==> src/dmrc_pkg.sv <==
// shared types, codes and constants for the dual motor ramp controller
`timescale 1ns / 1ps

package dmrc_pkg;

  typedef enum logic [2:0] {
    MODE_STOPPED  = 3'd0,
    MODE_FORWARD  = 3'd1,
    MODE_BACKWARD = 3'd2,
    MODE_LEFT     = 3'd3,
    MODE_RIGHT    = 3'd4
  } mode_t;

  // request command codes
  localparam logic [2:0] CMD_TICK     = 3'd0;
  localparam logic [2:0] CMD_MOVE     = 3'd1;
  localparam logic [2:0] CMD_STOP     = 3'd2;
  localparam logic [2:0] CMD_OBSTACLE = 3'd3;
  localparam logic [2:0] CMD_PING     = 3'd4;

  // move direction codes
  localparam logic [2:0] DIR_FORWARD = 3'd0;
  localparam logic [2:0] DIR_BACK    = 3'd1;
  localparam logic [2:0] DIR_LEFT    = 3'd2;
  localparam logic [2:0] DIR_RIGHT   = 3'd3;

  // register indexes
  localparam logic [2:0] REG_TIMEOUT  = 3'd0;
  localparam logic [2:0] REG_INTERVAL = 3'd1;
  localparam logic [2:0] REG_STEP     = 3'd2;
  localparam logic [2:0] REG_LTRIM    = 3'd3;
  localparam logic [2:0] REG_RTRIM    = 3'd4;

  localparam logic [15:0] TIMEOUT_RST  = 16'd500;
  localparam logic [15:0] INTERVAL_RST = 16'd20;
  localparam logic [7:0]  STEP_RST     = 8'd10;
  localparam logic [15:0] COUNT_MAX    = 16'hFFFF;
  localparam logic [7:0]  LEVEL_MAX    = 8'd255;

  // x / 100 as (x * 5243) >> 19, exact for x below 43690
  localparam int unsigned PERCENT      = 100;
  localparam int unsigned RECIP_SHIFT  = 19;
  localparam logic [12:0] RECIP        = 13'((2**RECIP_SHIFT + PERCENT - 1) / PERCENT);

  typedef struct packed {
    logic ld_mul;
    logic ld_out;
  } stage_ctrl_t;

  // bridge pins {right_in2, right_in1, left_in2, left_in1}
  function automatic logic [3:0] dir_pins(mode_t m);
    logic [3:0] p;
    case (m)
      MODE_FORWARD:  p = 4'b0101;
      MODE_BACKWARD: p = 4'b1010;
      MODE_LEFT:     p = 4'b0110;
      MODE_RIGHT:    p = 4'b1001;
      default:       p = 4'b0000;
    endcase
    return p;
  endfunction

endpackage

==> src/dmrc_trim.sv <==
// per-side percent trim and clamp, two register stages
`timescale 1ns / 1ps

module dmrc_trim (
  input  logic                clk,
  input  dmrc_pkg::stage_ctrl_t ctrl,
  input  logic [7:0]          level,
  input  logic signed [7:0]   trim,
  output logic [7:0]          duty
);
  import dmrc_pkg::*;

  logic [7:0]         mag;
  logic [15:0]        prod_full;
  logic [14:0]        prod_r;
  logic [7:0]         lvl_r;
  logic               neg_r;
  logic [27:0]        quo_full;
  logic [8:0]         quo;
  logic signed [10:0] sum;
  logic [7:0]         duty_nxt;
  logic [7:0]         duty_r;
  logic [7:0]         trim_u;

  assign trim_u    = trim;
  assign mag       = trim_u[7] ? (~trim_u + 8'd1) : trim_u;
  assign prod_full = {8'd0, level} * {8'd0, mag};

  // stage one: level times trim magnitude
  always_ff @(posedge clk) begin
    if (ctrl.ld_mul) begin
      prod_r <= prod_full[14:0];
      lvl_r  <= level;
      neg_r  <= trim_u[7];
    end
  end

  // stage two: divide by 100 (toward zero), add and clamp
  always_comb begin
    quo_full = {13'd0, prod_r} * {15'd0, RECIP};
    quo      = quo_full[27:19];
    if (neg_r) begin
      sum = $signed({3'd0, lvl_r}) - $signed({2'd0, quo});
    end else begin
      sum = $signed({3'd0, lvl_r}) + $signed({2'd0, quo});
    end
    if (sum < 0) begin
      duty_nxt = 8'd0;
    end else if (sum > $signed({3'd0, LEVEL_MAX})) begin
      duty_nxt = LEVEL_MAX;
    end else begin
      duty_nxt = sum[7:0];
    end
  end

  always_ff @(posedge clk) begin
    if (ctrl.ld_out) begin
      duty_r <= duty_nxt;
    end
  end

  assign duty = duty_r;

endmodule

==> src/dual_motor_ramp_controller_core.sv <==
// top level of the dual motor soft-start ramp controller
`timescale 1ns / 1ps
// throughput: one request per cycle unless out_ready stalls the output;
//   stages are input register, state update, trim multiply, reciprocal
//   divide and clamp into the output register
// reset (rst_n low, synchronous): pipeline empty, modes stopped, levels
//   and counters zero, registers back to their defaults

module dual_motor_ramp_controller_core (
  input  logic        clk,
  input  logic        rst_n,
  // request channel
  input  logic        in_valid,
  output logic        in_ready,
  input  logic [2:0]  in_cmd,
  input  logic [2:0]  in_direction,
  input  logic [7:0]  in_speed,
  input  logic        in_obstacle_flag,
  // result channel
  output logic        out_valid,
  input  logic        out_ready,
  output logic        out_left_in1,
  output logic        out_left_in2,
  output logic        out_right_in1,
  output logic        out_right_in2,
  output logic [7:0]  out_left_duty,
  output logic [7:0]  out_right_duty,
  output logic        out_driver_enable,
  output logic [2:0]  out_motion_state,
  // register port
  input  logic        psel,
  input  logic        penable,
  input  logic        pwrite,
  input  logic [4:0]  paddr,
  input  logic [31:0] pwdata,
  output logic [31:0] prdata,
  output logic        pready
);
  import dmrc_pkg::*;

  // ---------------- register file ----------------
  logic [15:0]       timeout_r;
  logic [15:0]       interval_r;
  logic [7:0]        step_r;
  logic signed [7:0] ltrim_r;
  logic signed [7:0] rtrim_r;
  logic [2:0]        reg_idx;
  logic              wr_en;

  assign pready  = 1'b1;
  assign reg_idx = paddr[4:2];
  assign wr_en   = psel && penable && pwrite && pready;

  always_ff @(posedge clk) begin
    if (!rst_n) begin
      timeout_r  <= TIMEOUT_RST;
      interval_r <= INTERVAL_RST;
      step_r     <= STEP_RST;
      ltrim_r    <= '0;
      rtrim_r    <= '0;
    end else if (wr_en) begin
      unique case (reg_idx)
        REG_TIMEOUT:  timeout_r  <= pwdata[15:0];
        REG_INTERVAL: interval_r <= pwdata[15:0];
        REG_STEP:     step_r     <= pwdata[7:0];
        REG_LTRIM:    ltrim_r    <= pwdata[7:0];
        REG_RTRIM:    rtrim_r    <= pwdata[7:0];
        default:      ;
      endcase
    end
  end

  always_comb begin
    unique case (reg_idx)
      REG_TIMEOUT:  prdata = {16'd0, timeout_r};
      REG_INTERVAL: prdata = {16'd0, interval_r};
      REG_STEP:     prdata = {24'd0, step_r};
      REG_LTRIM:    prdata = {24'd0, ltrim_r};
      REG_RTRIM:    prdata = {24'd0, rtrim_r};
      default:      prdata = 32'd0;
    endcase
  end

  // ---------------- pipeline flow control ----------------
  // each stage moves on when the next one is empty or moving
  logic v0_r, v1_r, v2_r, v3_r;
  logic rdy1, rdy2, rdy3;
  logic ld1, ld2, ld3;
  logic in_fire;
  stage_ctrl_t trim_ctrl;

  assign rdy3     = !v3_r || out_ready;
  assign ld3      = v2_r && rdy3;
  assign rdy2     = !v2_r || rdy3;
  assign ld2      = v1_r && rdy2;
  assign rdy1     = !v1_r || rdy2;
  assign ld1      = v0_r && rdy1;
  assign in_ready = !v0_r || rdy1;
  assign in_fire  = in_valid && in_ready;

  assign trim_ctrl.ld_mul = ld2;
  assign trim_ctrl.ld_out = ld3;

  always_ff @(posedge clk) begin
    if (!rst_n) begin
      v0_r <= 1'b0;
      v1_r <= 1'b0;
      v2_r <= 1'b0;
      v3_r <= 1'b0;
    end else begin
      v0_r <= in_fire || (v0_r && !ld1);
      v1_r <= ld1 || (v1_r && !ld2);
      v2_r <= ld2 || (v2_r && !ld3);
      v3_r <= ld3 || (v3_r && !out_ready);
    end
  end

  // input register
  logic [2:0] cmd_r, dir_r;
  logic [7:0] spd_r;
  logic       flag_r;

  always_ff @(posedge clk) begin
    if (in_fire) begin
      cmd_r  <= in_cmd;
      dir_r  <= in_direction;
      spd_r  <= in_speed;
      flag_r <= in_obstacle_flag;
    end
  end

  // ---------------- motion state ----------------
  // pins and duties are a pure function of the last driven mode, level and trims, so
  // the state keeps those instead of the pin word
  mode_t             tgt_r, act_r, pmode_r;
  logic [7:0]        tlvl_r, cur_r, plvl_r;
  logic signed [7:0] pltrim_r, prtrim_r;
  logic              obst_r;
  logic [15:0]       since_cmd_r, since_ramp_r;

  mode_t             tgt_nxt, act_nxt, pmode_nxt, drv_mode, mv_mode;
  logic [7:0]        tlvl_nxt, cur_nxt, plvl_nxt;
  logic signed [7:0] pltrim_nxt, prtrim_nxt;
  logic              obst_nxt;
  logic [15:0]       since_cmd_nxt, since_ramp_nxt;
  logic              mv_ok;

  always_comb begin
    tgt_nxt        = tgt_r;
    act_nxt        = act_r;
    pmode_nxt      = pmode_r;
    tlvl_nxt       = tlvl_r;
    cur_nxt        = cur_r;
    plvl_nxt       = plvl_r;
    pltrim_nxt     = pltrim_r;
    prtrim_nxt     = prtrim_r;
    obst_nxt       = obst_r;
    since_cmd_nxt  = since_cmd_r;
    since_ramp_nxt = since_ramp_r;
    drv_mode       = MODE_STOPPED;
    mv_mode        = MODE_STOPPED;
    mv_ok          = 1'b1;

    case (cmd_r)
      CMD_TICK: begin
        if (since_cmd_r != COUNT_MAX) since_cmd_nxt = since_cmd_r + 16'd1;
        if (since_ramp_r != COUNT_MAX) since_ramp_nxt = since_ramp_r + 16'd1;
        // command timeout, or forward motion into a latched obstacle
        if ((tgt_r != MODE_STOPPED && since_cmd_nxt > timeout_r) ||
            (obst_r && tgt_r == MODE_FORWARD)) begin
          tgt_nxt   = MODE_STOPPED;
          act_nxt   = MODE_STOPPED;
          tlvl_nxt  = 8'd0;
          cur_nxt   = 8'd0;
          pmode_nxt = MODE_STOPPED;
          plvl_nxt  = 8'd0;
        end
        if (since_ramp_nxt >= interval_r) begin
          since_ramp_nxt = 16'd0;
          if (tgt_nxt != act_nxt && cur_nxt != 8'd0) begin
            // wind down in the old direction first
            cur_nxt  = (cur_nxt > step_r) ? (cur_nxt - step_r) : 8'd0;
            drv_mode = act_nxt;
          end else begin
            act_nxt = tgt_nxt;
            if (cur_nxt < tlvl_nxt) begin
              cur_nxt = ((tlvl_nxt - cur_nxt) > step_r) ? (cur_nxt + step_r) : tlvl_nxt;
            end else if (cur_nxt > tlvl_nxt) begin
              cur_nxt = ((cur_nxt - tlvl_nxt) > step_r) ? (cur_nxt - step_r) : tlvl_nxt;
            end
            drv_mode = act_nxt;
          end
          if (drv_mode == MODE_STOPPED) begin
            tgt_nxt   = MODE_STOPPED;
            act_nxt   = MODE_STOPPED;
            tlvl_nxt  = 8'd0;
            cur_nxt   = 8'd0;
            pmode_nxt = MODE_STOPPED;
            plvl_nxt  = 8'd0;
          end else begin
            // duties keep the trims in force when the pins were driven
            pmode_nxt  = drv_mode;
            plvl_nxt   = cur_nxt;
            pltrim_nxt = ltrim_r;
            prtrim_nxt = rtrim_r;
          end
        end
      end
      CMD_MOVE: begin
        unique case (dir_r)
          DIR_FORWARD: mv_mode = MODE_FORWARD;
          DIR_BACK:    mv_mode = MODE_BACKWARD;
          DIR_LEFT:    mv_mode = MODE_LEFT;
          DIR_RIGHT:   mv_mode = MODE_RIGHT;
          default:     mv_ok   = 1'b0;
        endcase
        if (!mv_ok || (mv_mode == MODE_FORWARD && obst_r)) begin
          tgt_nxt   = MODE_STOPPED;
          act_nxt   = MODE_STOPPED;
          tlvl_nxt  = 8'd0;
          cur_nxt   = 8'd0;
          pmode_nxt = MODE_STOPPED;
          plvl_nxt  = 8'd0;
        end else begin
          tgt_nxt       = mv_mode;
          tlvl_nxt      = spd_r;
          since_cmd_nxt = 16'd0;
          if (act_r == MODE_STOPPED) act_nxt = mv_mode;
        end
      end
      CMD_OBSTACLE: begin
        // rising obstacle while heading forward
        if (flag_r && !obst_r && (tgt_r == MODE_FORWARD || act_r == MODE_FORWARD)) begin
          tgt_nxt   = MODE_STOPPED;
          act_nxt   = MODE_STOPPED;
          tlvl_nxt  = 8'd0;
          cur_nxt   = 8'd0;
          pmode_nxt = MODE_STOPPED;
          plvl_nxt  = 8'd0;
        end
        obst_nxt = flag_r;
      end
      CMD_PING: ;
      default: begin
        // stop request and invalid codes
        tgt_nxt   = MODE_STOPPED;
        act_nxt   = MODE_STOPPED;
        tlvl_nxt  = 8'd0;
        cur_nxt   = 8'd0;
        pmode_nxt = MODE_STOPPED;
        plvl_nxt  = 8'd0;
      end
    endcase
  end

  always_ff @(posedge clk) begin
    if (!rst_n) begin
      tgt_r        <= MODE_STOPPED;
      act_r        <= MODE_STOPPED;
      pmode_r      <= MODE_STOPPED;
      tlvl_r       <= '0;
      cur_r        <= '0;
      plvl_r       <= '0;
      pltrim_r     <= '0;
      prtrim_r     <= '0;
      obst_r       <= 1'b0;
      since_cmd_r  <= '0;
      since_ramp_r <= '0;
    end else if (ld1) begin
      tgt_r        <= tgt_nxt;
      act_r        <= act_nxt;
      pmode_r      <= pmode_nxt;
      tlvl_r       <= tlvl_nxt;
      cur_r        <= cur_nxt;
      plvl_r       <= plvl_nxt;
      pltrim_r     <= pltrim_nxt;
      prtrim_r     <= prtrim_nxt;
      obst_r       <= obst_nxt;
      since_cmd_r  <= since_cmd_nxt;
      since_ramp_r <= since_ramp_nxt;
    end
  end

  // ---------------- result stages ----------------
  mode_t             s1_pmode_r, s2_pmode_r;
  logic [7:0]        s1_plvl_r;
  logic signed [7:0] s1_ltrim_r, s1_rtrim_r;
  mode_t             s1_motion_r, s2_motion_r;
  logic [3:0]        pins_r;
  logic [2:0]        motion_r;

  always_ff @(posedge clk) begin
    if (ld1) begin
      s1_pmode_r  <= pmode_nxt;
      s1_plvl_r   <= plvl_nxt;
      s1_ltrim_r  <= pltrim_nxt;
      s1_rtrim_r  <= prtrim_nxt;
      s1_motion_r <= act_nxt;
    end
    if (ld2) begin
      s2_pmode_r  <= s1_pmode_r;
      s2_motion_r <= s1_motion_r;
    end
    if (ld3) begin
      pins_r   <= dir_pins(s2_pmode_r);
      motion_r <= s2_motion_r;
    end
  end

  // a stopped pin state always carries level zero, so duties come out zero
  dmrc_trim u_trim_left (
    .clk   (clk),
    .ctrl  (trim_ctrl),
    .level (s1_plvl_r),
    .trim  (s1_ltrim_r),
    .duty  (out_left_duty)
  );

  dmrc_trim u_trim_right (
    .clk   (clk),
    .ctrl  (trim_ctrl),
    .level (s1_plvl_r),
    .trim  (s1_rtrim_r),
    .duty  (out_right_duty)
  );

  assign out_valid         = v3_r;
  assign out_left_in1      = pins_r[0];
  assign out_left_in2      = pins_r[1];
  assign out_right_in1     = pins_r[2];
  assign out_right_in2     = pins_r[3];
  assign out_driver_enable = (out_left_duty != 8'd0) || (out_right_duty != 8'd0);
  assign out_motion_state  = motion_r;

  // ---------------- assertions ----------------
  // an idle bridge has no speed and no driven pins
  a_stopped_idle: assert property (@(posedge clk) disable iff (!rst_n)
    (act_r == MODE_STOPPED) |-> (cur_r == 8'd0 && pmode_r == MODE_STOPPED))
    else $error("active mode stopped with nonzero level or driven pins");

  // a stopped target carries no target speed
  a_target_level: assert property (@(posedge clk) disable iff (!rst_n)
    (tgt_r == MODE_STOPPED) |-> (tlvl_r == 8'd0))
    else $error("stopped target with nonzero target level");

  // latched obstacle never leaves forward as target
  a_obstacle_block: assert property (@(posedge clk) disable iff (!rst_n)
    obst_r |-> (tgt_r != MODE_FORWARD))
    else $error("forward target while obstacle latched");

  // stopped pins mean a zero pin level
  a_pin_level: assert property (@(posedge clk) disable iff (!rst_n)
    (pmode_r == MODE_STOPPED) |-> (plvl_r == 8'd0))
    else $error("stopped pins with nonzero level");

  // state only moves when a request leaves the input register
  a_state_hold: assert property (@(posedge clk) disable iff (!rst_n)
    !ld1 |=> ($stable(cur_r) && $stable(act_r) && $stable(since_cmd_r)))
    else $error("motion state changed without a request");

endmodule
==> config.mk <==
export PLATFORM = sky130hd
export DESIGN_NAME = dual_motor_ramp_controller_core
export DESIGN_NICKNAME = d
export VERILOG_FILES = /design/src/dmrc_pkg.sv /design/src/dmrc_trim.sv /design/src/dual_motor_ramp_controller_core.sv
export SDC_FILE = /design/constraint.sdc
export NUM_CORES = 1
export LEC_CHECK = 0
export ABC_AREA = 1
export BUFFER_PORTS_ARGS = -buffer_cell sky130_fd_sc_hd__buf_2
export CAP_MARGIN = 25
export CORE_ASPECT_RATIO = 1.2
export CORE_MARGIN = 1.5
export CORE_UTILIZATION = 42
export DETAILED_ROUTE_END_ITERATION = 6
export SYNTH_ARGS = -nofsm -noshare
export SYNTH_HDL_FRONTEND = slang
export SYNTH_SLANG_ARGS = --single-unit
==> constraint.sdc <==
create_clock -name clk -period 7.8 [get_ports clk]
set_input_delay 1.56 -clock clk [delete_from_list [all_inputs] [get_ports clk]]
set_output_delay 1.56 -clock clk [all_outputs]
set_load 0.05 [all_outputs]
# Word level (Yosys, flattened, before mapping)

Index checks and enable logic that the tools add are counted.

Add/sub/neg operators: 12
$mul: 4
Div/mod/pow operators: 0
Magnitude comparators: 11
Equality and inequality tests: 23
Shift-type cells: 0
Mux-type cells: 73
Bitwise gates (word level): 3
Reductions and logical operators: 59

Operators with widths:

| cell                   | count |
|---|---|
| $mux 8                 | 31 |
| $mux 16                | 6 |
| $pmux 8 s4             | 3 |
| $pmux 16 s5            | 1 |
| $mux 3                 | 22 |
| $mul 15x13->28 const B | 2 |
| $pmux 3 s4             | 4 |
| $add 16x1->16 const B  | 2 |
| $gt 8x8->1             | 4 |
| $ne 16x16->1 const B   | 2 |
| $pmux 16 s2            | 1 |
| $mul 8x8->15           | 2 |
| $reduce_bool 8->1      | 3 |
| $sub 8x8->8            | 3 |
| $gt 11x9->1 const B    | 2 |
| $lt 11x1->1 const B    | 2 |
| $mux 11                | 2 |
| $eq 3x1->1 const B     | 7 |
| $eq 3x2->1 const B     | 7 |
| $add 8x9->10           | 2 |
| $sub 8x9->10           | 2 |
| $add 8x1->8 const B    | 2 |
| $ge 16x16->1           | 1 |
| $gt 16x16->1           | 1 |
| 19 further kinds       | 71 |

Flip-flop bits (word level): 256
Bits in latches: 0
Bits in writable memories: 0
Bits in read-only memories: 0
Input bits: 59
Output and inout port bits: 59
Word-level logic and storage cells: 225
Memories kept: 0

# Logic depth before layout (Yosys ltp)

Gate-level depths: netlist (run 1).

Depth after elaboration: 17
Mapped depth: 51
Gate-level depth less buffers: 49

# Modules after synthesis

From an unflattened synthesis (run 1), not the netlist that was laid out.

Cells, all modules: 3554
Area total of the unflattened synthesis: 27968.1 µm²

Modules (own cells, without submodules):

| module                          | instances | cells an instance | area each (µm²) | seq. area each (µm²) |
|---|---|---|---|---|
| dual_motor_ramp_controller_core | 1         | 1642              | 12089.1         | 4584.4 |
| dmrc_trim (u_trim_left)         | 1         | 970               | 8032.7          | 960.9 |
| dmrc_trim (u_trim_right)        | 1         | 942               | 7846.3          | 960.9 |

# Worst setup path before layout (run 1)

No wires, ideal clock.

Kind: reg-to-reg
Start: register since_cmd_r[0]
End: register plvl_r[2]
Setup time: 111 ps
Arrival time: 6235 ps
Data required time: 7689 ps
Slack: 1454 ps
Stages on the path, launching flop included: 45
Path buffers: 2
Period minus slack after synthesis: 6346 ps
Cell sequence: dfxtp_1 -> ha_1 -> nand2_1 -> nor3_1 -> nand4_1 -> nor4_1 -> inv_1 -> nand2_1 -> nor2_1 -> xor2_1 -> ha_1 -> nand2_1 -> a21oi_1 -> nor2_1 -> nand2_1 -> nand2_1 -> nand2_1 -> nand2_2 -> [... 9 more ...] -> xnor2_1 -> ha_1 -> nand2_1 -> nor2_1 -> nand2_1 -> o211ai_1 -> nand2_1 -> inv_1 -> clkbuf_1 -> o21ai_0 -> o21ai_0 -> nand3_1 -> nand3_1 -> nand2_1 -> nand3_1 -> nand3_1 -> nand2_1 -> inv_1

Word-level cells in the longest chain between the ends: 17
Elaborated cells on any way between the ends: 41
Those cells by class: add/sub (5); order compare (6); eq/ne (2); mux (23); reduce/logical (5)

RTL lines:

| what                                                   | RTL line                                                                       | RTL |
|---|---|---|
| from (decl)                                            | dual_motor_ramp_controller_core.sv:139                                         | `logic [15:0] since_cmd_r, since_ramp_r;` |
| from (signal assigned)                                 | dual_motor_ramp_controller_core.sv:279                                         | `since_cmd_r <= since_cmd_nxt;` |
| $add 16x1->16 / $ne 16x16->1 (equally long branches)   | dual_motor_ramp_controller_core.sv:166                                         | `if (since_cmd_r != COUNT_MAX) since_cmd_nxt = since_cmd_r + 16'd1;` |
| $mux 16 (*)                                            | dual_motor_ramp_controller_core.sv:166                                         |  |
| $mux 16 (*)                                            | dual_motor_ramp_controller_core.sv:164                                         | `case (cmd_r)` |
| $gt 16x16->1 (*)                                       | dual_motor_ramp_controller_core.sv:169                                         | `if ((tgt_r != MODE_STOPPED && since_cmd_nxt > timeout_r) \|\|` |
| $logic_and 1x1->1 (*)                                  | dual_motor_ramp_controller_core.sv:169                                         |  |
| $logic_or 1x1->1 (*)                                   | dual_motor_ramp_controller_core.sv:169                                         |  |
| $mux 8 / $mux 3 (equally long branches)                | dual_motor_ramp_controller_core.sv:169                                         |  |
| $mux 8 / $mux 3 (equally long branches)                | dual_motor_ramp_controller_core.sv:164                                         |  |
| $sub 8x8->8, or another cell as far along              | dual_motor_ramp_controller_core.sv:189                                         | `cur_nxt = ((cur_nxt - tlvl_nxt) > step_r) ? (cur_nxt - step_r) : tlvl_nxt;` |
| $gt 8x8->1 / $logic_and 1x1->1 (equally long branches) | dual_motor_ramp_controller_core.sv:189, dual_motor_ramp_controller_core.sv:180 |  |
| $mux 8 / $mux 3 (equally long branches)                | dual_motor_ramp_controller_core.sv:189, dual_motor_ramp_controller_core.sv:180 |  |
| $mux 8 / $mux 3 (equally long branches)                | dual_motor_ramp_controller_core.sv:188, dual_motor_ramp_controller_core.sv:178 |  |
| $mux 8 / $mux 3 (equally long branches)                | dual_motor_ramp_controller_core.sv:186, dual_motor_ramp_controller_core.sv:164 |  |
| $mux 8 / $logic_not 3->1 (equally long branches)       | dual_motor_ramp_controller_core.sv:180, dual_motor_ramp_controller_core.sv:193 |  |
| $mux 8                                                 | dual_motor_ramp_controller_core.sv:193                                         | `if (drv_mode == MODE_STOPPED) begin` |
| $mux 8 (*)                                             | dual_motor_ramp_controller_core.sv:178                                         | `if (since_ramp_nxt >= interval_r) begin` |
| $pmux 8 s4 (*)                                         | dual_motor_ramp_controller_core.sv:164                                         |  |
| to (signal assigned)                                   | dual_motor_ramp_controller_core.sv:275                                         | `plvl_r <= plvl_nxt;` |
| to (decl)                                              | dual_motor_ramp_controller_core.sv:136                                         | `logic [7:0] tlvl_r, cur_r, plvl_r;` |

Mark *: on every way between the ends. The rest lies on a longest branch, timed or not. The select of a mux whose other input is x is not followed.
A chain may end at the register's enable or synchronous reset.

# Worst setup path in the final report (run 1)

Start: register u_trim_right.prod_r[4]
End: register u_trim_right.duty_r[1], in the netlist u_trim_right.duty[1], data pin

Word-level cells in the longest chain between the ends: 5
Elaborated cells on any way between the ends: 7
Those cells by class: add/sub (2); mul (1); order compare (2); mux (2)

RTL lines:

| what                                                | RTL line                         | RTL |
|---|---|---|
| from (decl)                                         | dmrc_trim.sv:15                  | `logic [14:0] prod_r;` |
| from (signal assigned)                              | dmrc_trim.sv:32                  | `prod_r <= prod_full[14:0];` |
| $mul 15x13->28 (*)                                  | dmrc_trim.sv:40                  | `quo_full = {13'd0, prod_r} * {15'd0, RECIP};` |
| $add 8x9->10 / $sub 8x9->10 (equally long branches) | dmrc_trim.sv:45, dmrc_trim.sv:43 |  |
| $mux 11 (*)                                         | dmrc_trim.sv:42                  | `if (neg_r) begin` |
| $gt 11x9->1                                         | dmrc_trim.sv:49                  | `end else if (sum > $signed({3'd0, LEVEL_MAX})) begin` |
| $mux 8                                              | dmrc_trim.sv:49                  |  |
| to (signal assigned)                                | dmrc_trim.sv:58                  | `duty_r <= duty_nxt;` |
| to (decl)                                           | dmrc_trim.sv:22                  | `logic [7:0] duty_r;` |

Mark *: on every way between the ends. The rest lies on a longest branch, timed or not.

==> flow_summary.yaml, run 1 <==
grt:
  grt_max_degree: 68
  grt_first_pass_wirelength_mm: 99.61
  grt_overflow: 0
  grt_usage: 0.1879
  first_global_vias: 20470
  antenna_found_initial: 0
clock_network:
  cts_buffers: 30
  cts-root-buf: "clkbuf_16"
  cts_setup_buffers: 0
  cts_tree: "yes"
  clk_latency_ns: 0.58
  clock_sinks: 256
  ctsLongestPathBuffers: 3
  clkTransAtPathRegs_ns: 0.06
  cts.htree.levels: 1
detailed_routing:
  routed_wl_mm: 60.03
  viasPerCell: 4.898
  wl_per_cell_um: 14.25
  drtIter0Drc: 868
  drtAntennaViolNets: 0
  post-route-drc-count: 0
  firstDrtPassIters: 5
  via_count: 20640
outcome:
  status: "finished clean"
logic_synthesis:
  synth_flop_cell: "dfxtp_1"
  async_flop_share: 0
  avgSynthCellArea_sq_um: 8.069
  ys_seq_area_frac: 0.2351
  synth_area_leaders: "ha_1, fa_1, edfxtp_1"
  synth_top_cell_area_share: 0.1798
  synth_top_cell_by_area: "ha_1"
  synth_cell_type_count: 60
  yosysWarnings: 0
  syn_area_sq_um: 26650
  synthCells: 3303
  synth_edf_count: 114
  ys_seq_elements: 256
worst_setup_path:
  path_class: "reg -> reg"
  worst_setup_path_end_kind: "register"
  critical_path_required_ns: 8.14
  path_buf_inv: 7
  critPathSlowestCell: "edfxtp_1"
  crit_top_cell: "inv_1"
  path_max_fanout: 8
  cp_num_cells: 36
  crit_family: "adder cells"
  worst-r2r-cell-count: 36
  slowest_delay_ns: 0.52
  cp.arrival_ns: 7.52
  start_kind: "register"
die:
  io-pin-count: 118
  rows: 101
  dieArea_sq_um: 64980
  die_y_um: 278.9
  die_x_um: 233.0
  core-area_sq_um: 63060
  initial_core_util: 0.4226
sta:
  fin_crit_sh: 0.9208
  fmax_mhz: 139.2
  worstMarginPinSlew_ns: 1.001
  finalSetupTns_ns: 0
  timing.final.ws_setup_ns: 0.6181
  rsz0062_at_grt: "no"
  slew_viol_final: 0
  fin_skew_ns: 0.01886
  hold_viol_final: 0
  setup_viol: 0
  min_period_ns: 7.182
  slew_headroom: 0.3275
placement:
  placed_area_sq_um: 27870
  place_ws_ns: 0.6228
  io_buffers: 82
  globalplace.congestion: 0.9091
  hpwl_mm: 48.61
layout:
  diodes: 0
  finalInstanceArea_sq_um: 28910
  final_nets: 4022
  drive_above_1_share: 0.07198
  fill_cells: 6277
  syn_to_final_growth_pct: 8.460
worst_hold_path:
  min_path_cells: 0
  hold_class: "reg -> reg"
flow_run:
  cap_violations: 0
power_and_ir_drop:
  power_density_nw_per_um2: 375.7
  p_leak_uw: 0.01479
  ir_drop_uv: 384.8
## layer usage
| layer | part of all wire | track usage | vias to the layer above | wire length (um) |
|---|---|---|---|---|
| li1 | - | - | 10650 | - |
| met1 | 0.43 | 0.2320 | 9555 | 25860 |
| met2 | 0.50 | 0.3376 | 339 | 29860 |
| met3 | 0.035 | 0.01848 | 102 | 2122 |
| met4 | 0.037 | 0.06600 | 0 | 2192 |
| met5 | 0 | 0 | - | 0 |
## power by group
group | leakage [uW] | internal, uW | total [uW] | switching (uW)
registers | 0.00222 | 1570 | 1650 | 74.3
clock network | 0.000482 | 827 | 1430 | 601
logic | 0.0121 | 3100 | 7780 | 4690
total | 0.0148 | 5500 | 10900 | 5360
## placed cells by master (no fill, tap or decap), types with 82 or more instances in the layout
cell type,Yosys,layout
o21ai_0,155,153
buf_2,6,82
edfxtp_1,114,114
nor2_1,228,227
ha_1,383,383
a21oi_1,266,265
fa_1,214,214
inv_1,710,707
nand2_1,523,523
nand3_1,108,108
dfxtp_1,142,142
## final cells by class
cell class | count | area, sq um | area share
tap | 824 | 1031 | 0.03567
clock inverter | 22 | 210.2 | 0.007272
multi-input combinational | 2250 | 17290 | 0.5980
timing repair buffer | 107 | 610.6 | 0.02112
clock buffer | 34 | 787.0 | 0.02723
inverter | 721 | 2714 | 0.09389
sequential | 256 | 6266 | 0.2168
## through the flow
stage / util / std cells / total power (uW) / hold slack, ns
2_1_floorplan: - / 3318 / 7710 / 0.4003
3_3_place_gp: 0.4420 / 4156 / 9474 / 0.4032
3_5_place_dp: 0.4420 / 4156 / 9505 / 0.4045
4_1_cts: 0.4578 / 4212 / 11010 / 0.4201
5_1_grt: 0.4584 / 4214 / 12280 / 0.4232
6_report: 0.4584 / 4214 / 10860 / 0.4192
## synth_stat cells, drive strengths merged, types with 27 or more instances
| cell type | n |
|---|---|
| o21ai | 203 |
| clkbuf | 61 |
| xnor2 | 28 |
| ha | 383 |
| nand3 | 112 |
| edfxtp | 114 |
| fa | 214 |
| nand2 | 552 |
| inv | 719 |
| dfxtp | 142 |
| xor2 | 59 |
| nor2 | 231 |
| nor3 | 27 |
| a21oi | 266 |
| buf | 30 |
## cell families after synthesis
kind of cell / count (synthesis) / share of synthesized area
flip-flops: 256 / 0.2351
buffers and inverters: 812 / 0.1192
XOR/XNOR: 87 / 0.02859
adder cells (fa/ha/maj): 597 / 0.3406
AO/OA/AOI/OAI: 570 / 0.1191
other: 2 / 0.0002818
AND/OR/NAND/NOR: 979 / 0.1572
## worst register-to-register path: cells and delay by family (launching register included)
kind / cells / cell delay (ns)
simple gates: 11 / 1.00
buf+inv: 7 / 0.46
compound gates: 10 / 1.74
fa+ha+maj: 7 / 2.87
xor+xnor: 1 / 0.38
flops: 1 / 0.52
## final timing paths
check                              start                    to  slack, ns
setup / recovery  u_trim_right.prod_r[4]  u_trim_right.duty[1]       0.62
setup reg to reg  u_trim_right.prod_r[4]  u_trim_right.duty[1]       0.62
hold reg to reg           s1_motion_r[2]        s2_motion_r[2]       0.42
hold / removal            s1_motion_r[2]        s2_motion_r[2]       0.42
## flip-flops by register name (all words and copies together), names as in the netlist, 4 cells and up
| register | count |
|---|---|
| interval_r | 16 |
| since_cmd_r | 16 |
| since_ramp_r | 16 |
| timeout_r | 16 |
| u_trim_left.prod_r | 15 |
| u_trim_right.prod_r | 15 |
| cur_r | 8 |
| ltrim_r | 8 |
| pltrim_r | 8 |
| plvl_r | 8 |
| prtrim_r | 8 |
| rtrim_r | 8 |
| s1_ltrim_r | 8 |
| s1_plvl_r | 8 |
| s1_rtrim_r | 8 |
| spd_r | 8 |
| step_r | 8 |
| tlvl_r | 8 |
| u_trim_left.duty | 8 |
| u_trim_left.lvl_r | 8 |
| u_trim_right.duty | 8 |
| pins_r | 4 |
## repair_timing
| item | 4_1_cts | 5_1_grt |
|---|---|---|
| resized for setup | 0 | 5 |
| hold buffers | 0 | 0 |
| endpoints found under the setup margin | 0 | 23 |
(Power assumes the default switching activity.)
==> run 2, diff against run 1 <==
==> constraint.sdc (replaced) <==
create_clock -name clk -period 7.8 [get_ports clk]
set_input_delay 2.34 -clock clk [delete_from_list [all_inputs] [get_ports clk]]
set_output_delay 2.34 -clock clk [all_outputs]
set_load 0.05 [all_outputs]
==> flow_summary.yaml, run 2 (synthesis gave the netlist of run 1 again) <==
sta:
  fin_skew_ns: 0.04130
  holdWs_ns: 0.4196
  fmax_mhz: 140.7
  rsz0062_at_grt: "no"
  fin_crit_sh: 0.9110
  slew_headroom: 0.2870
  slew_viol_final: 0
  timing.final.ws_setup_ns: 0.6943
  min_period_ns: 7.106
  finalSetupTns_ns: 0
  hold_viol_final: 0
  worstMarginPinSlew_ns: 1.066
  setup_viol: 0
die:
  dieArea_sq_um: 64980
  die_x_um: 233.0
  core-area_sq_um: 63060
  rows: 101
  die_y_um: 278.9
  initial_core_util: 0.4226
  io-pin-count: 118
power_and_ir_drop:
  combPwrFrac: 0.709
  clockPowerShare: 0.141
  pwr-share-seq: 0.149
  p_leak_uw: 0.01485
  swShare: 0.4893
  ir_drop_uv: 428.9
  p_int_uw: 5629
  power_density_nw_per_um2: 379.7
  p_switching_uw: 5394
layout:
  layout_commonest_cell: "inv_1"
  diodes: 0
  finalInstanceArea_sq_um: 29030
  drive_above_1_share: 0.07372
  syn_to_final_growth_pct: 8.934
  final_util: 0.4604
  final_nets: 4023
  final_cell_mix: "inv_1, nand2_1, ha_1"
worst_setup_path:
  crit_family: "adder cells"
  critical_path_required_ns: 8.16
  crit_start: "u_trim_right.prod_r[6]"
  start_kind: "register"
  path_class: "reg -> reg"
  worst_r2r_startpoint: "u_trim_right.prod_r[6]"
  worst_setup_path_end_kind: "register"
  crit_top_cell: "inv_1"
  rrSetupSlack_ns: 0.69
  critPathSlowestCell: "fa_1"
  endpoint: "u_trim_right.duty[1]"
  cp.arrival_ns: 7.47
  path_buf_inv: 7
  cp_num_cells: 36
  worstReg2RegEnd: "u_trim_right.duty[1]"
  slowest_delay_ns: 0.53
  path_max_fanout: 8
  worst-r2r-cell-count: 36
outcome:
  status: "finished clean"
placement:
  placed_area_sq_um: 27870
  io_buffers: 82
  globalplace.congestion: 0.9115
  hpwl_mm: 48.54
  place_ws_ns: 0.5645
grt:
  grt_overflow: 0
  first_global_vias: 20510
  grt_first_pass_wirelength_mm: 100.3
  grt_max_degree: 68
  grt_usage: 0.1899
  antenna_found_initial: 0
clock_network:
  cts-root-buf: "clkbuf_16"
  ctsLongestPathBuffers: 3
  clock_sinks: 256
  clkTransAtPathRegs_ns: 0.07
  clk_latency_ns: 0.60
  cts.htree.levels: 1
  ctsHoldBuffers: 0
  cts_buffers: 30
  cts_tree: "yes"
detailed_routing:
  post-route-drc-count: 0
  drtIter0Drc: 951
  via_count: 20620
  wl_per_cell_um: 14.26
  firstDrtPassIters: 7
  drtAntennaViolNets: 0
  viasPerCell: 4.892
  routed_wl_mm: 60.12
worst_hold_path:
  hold_class: "reg -> reg"
flow_run:
  cap_violations: 0
-- run 2: cell types whose count changed in the layout (fill, tap and decap cells not counted), sizes merged --
| cell | delta |
|---|---|
| clkinvlp | -2 |
| bufinv | +3 |
| buf | +1 |
| clkinv | -3 |
| clkbuf | +2 |
-- run 2: layout make-up --
class,count,area (sq um)
sequential,256,6266
multi-input combinational,2250,17300
tap,824,1031
fill,6235,34030
inverter,721,2714
clock inverter,20,284.0
timing repair buffer,108,625.6
clock buffer,36,814.5
-- run 2: stage by stage --
| step | cells | total power, uW |
|---|---|---|
| after floorplan | 3318 | 7710 |
| after global placement | 4155 | 9475 |
| after detailed placement | 4155 | 9516 |
| after CTS | 4211 | 11150 |
| after global routing | 4215 | 12450 |
| final | 4215 | 11020 |
-- run 2: worst min-delay path by stage --
| stage | depth (start not counted) | to | startpoint | slack, ns |
|---|---|---|---|---|
| after global routing | 0 | s2_pmode_r[1] | s1_pmode_r[1] | 0.44 |
| after floorplan | 0 | out_motion_state[0] | s2_motion_r[0] | 0.40 |
| after CTS | 0 | s2_pmode_r[1] | s1_pmode_r[1] | 0.42 |
| after detailed placement | 0 | out_motion_state[2] | s2_motion_r[2] | 0.40 |
| after global placement | 0 | s2_motion_r[2] | s1_motion_r[2] | 0.41 |
| final | 0 | s2_pmode_r[1] | s1_pmode_r[1] | 0.42 |
-- run 2: what timing repair did --
item | 4_1_cts | 5_1_grt
endpoints found under the setup margin | 0 | 25
gates resized for setup | 0 | 6
buffers inserted | 0 | 3
-- run 2: power groups by stage --
stage                     sequential [uW]  clock (uW)  combinational, uW
final                                1650        1560               7820
after global routing                 1660        1650               9140
after CTS                            1650        1600               7900
after detailed placement             1680           0               7840
after global placement               1680           0               7800
after floorplan                      1710           0               6000
-- run 2: worst register-to-register path: cells and delay by family, from the launching register on --
family / cells / cell delay [ns]
XOR/XNOR: 1 / 0.39
buffers and inverters: 7 / 0.49
adder cells (fa/ha/maj): 7 / 2.86
AO/OA/AOI/OAI: 10 / 1.62
AND/OR/NAND/NOR: 11 / 0.99
flip-flops: 1 / 0.49
-- run 2: layer usage --
metal	track usage	wire length, um
met3	0.01787	1998
met4	0.05443	1671
met2	0.3484	30570
met1	0.2337	25880
met5	0	0
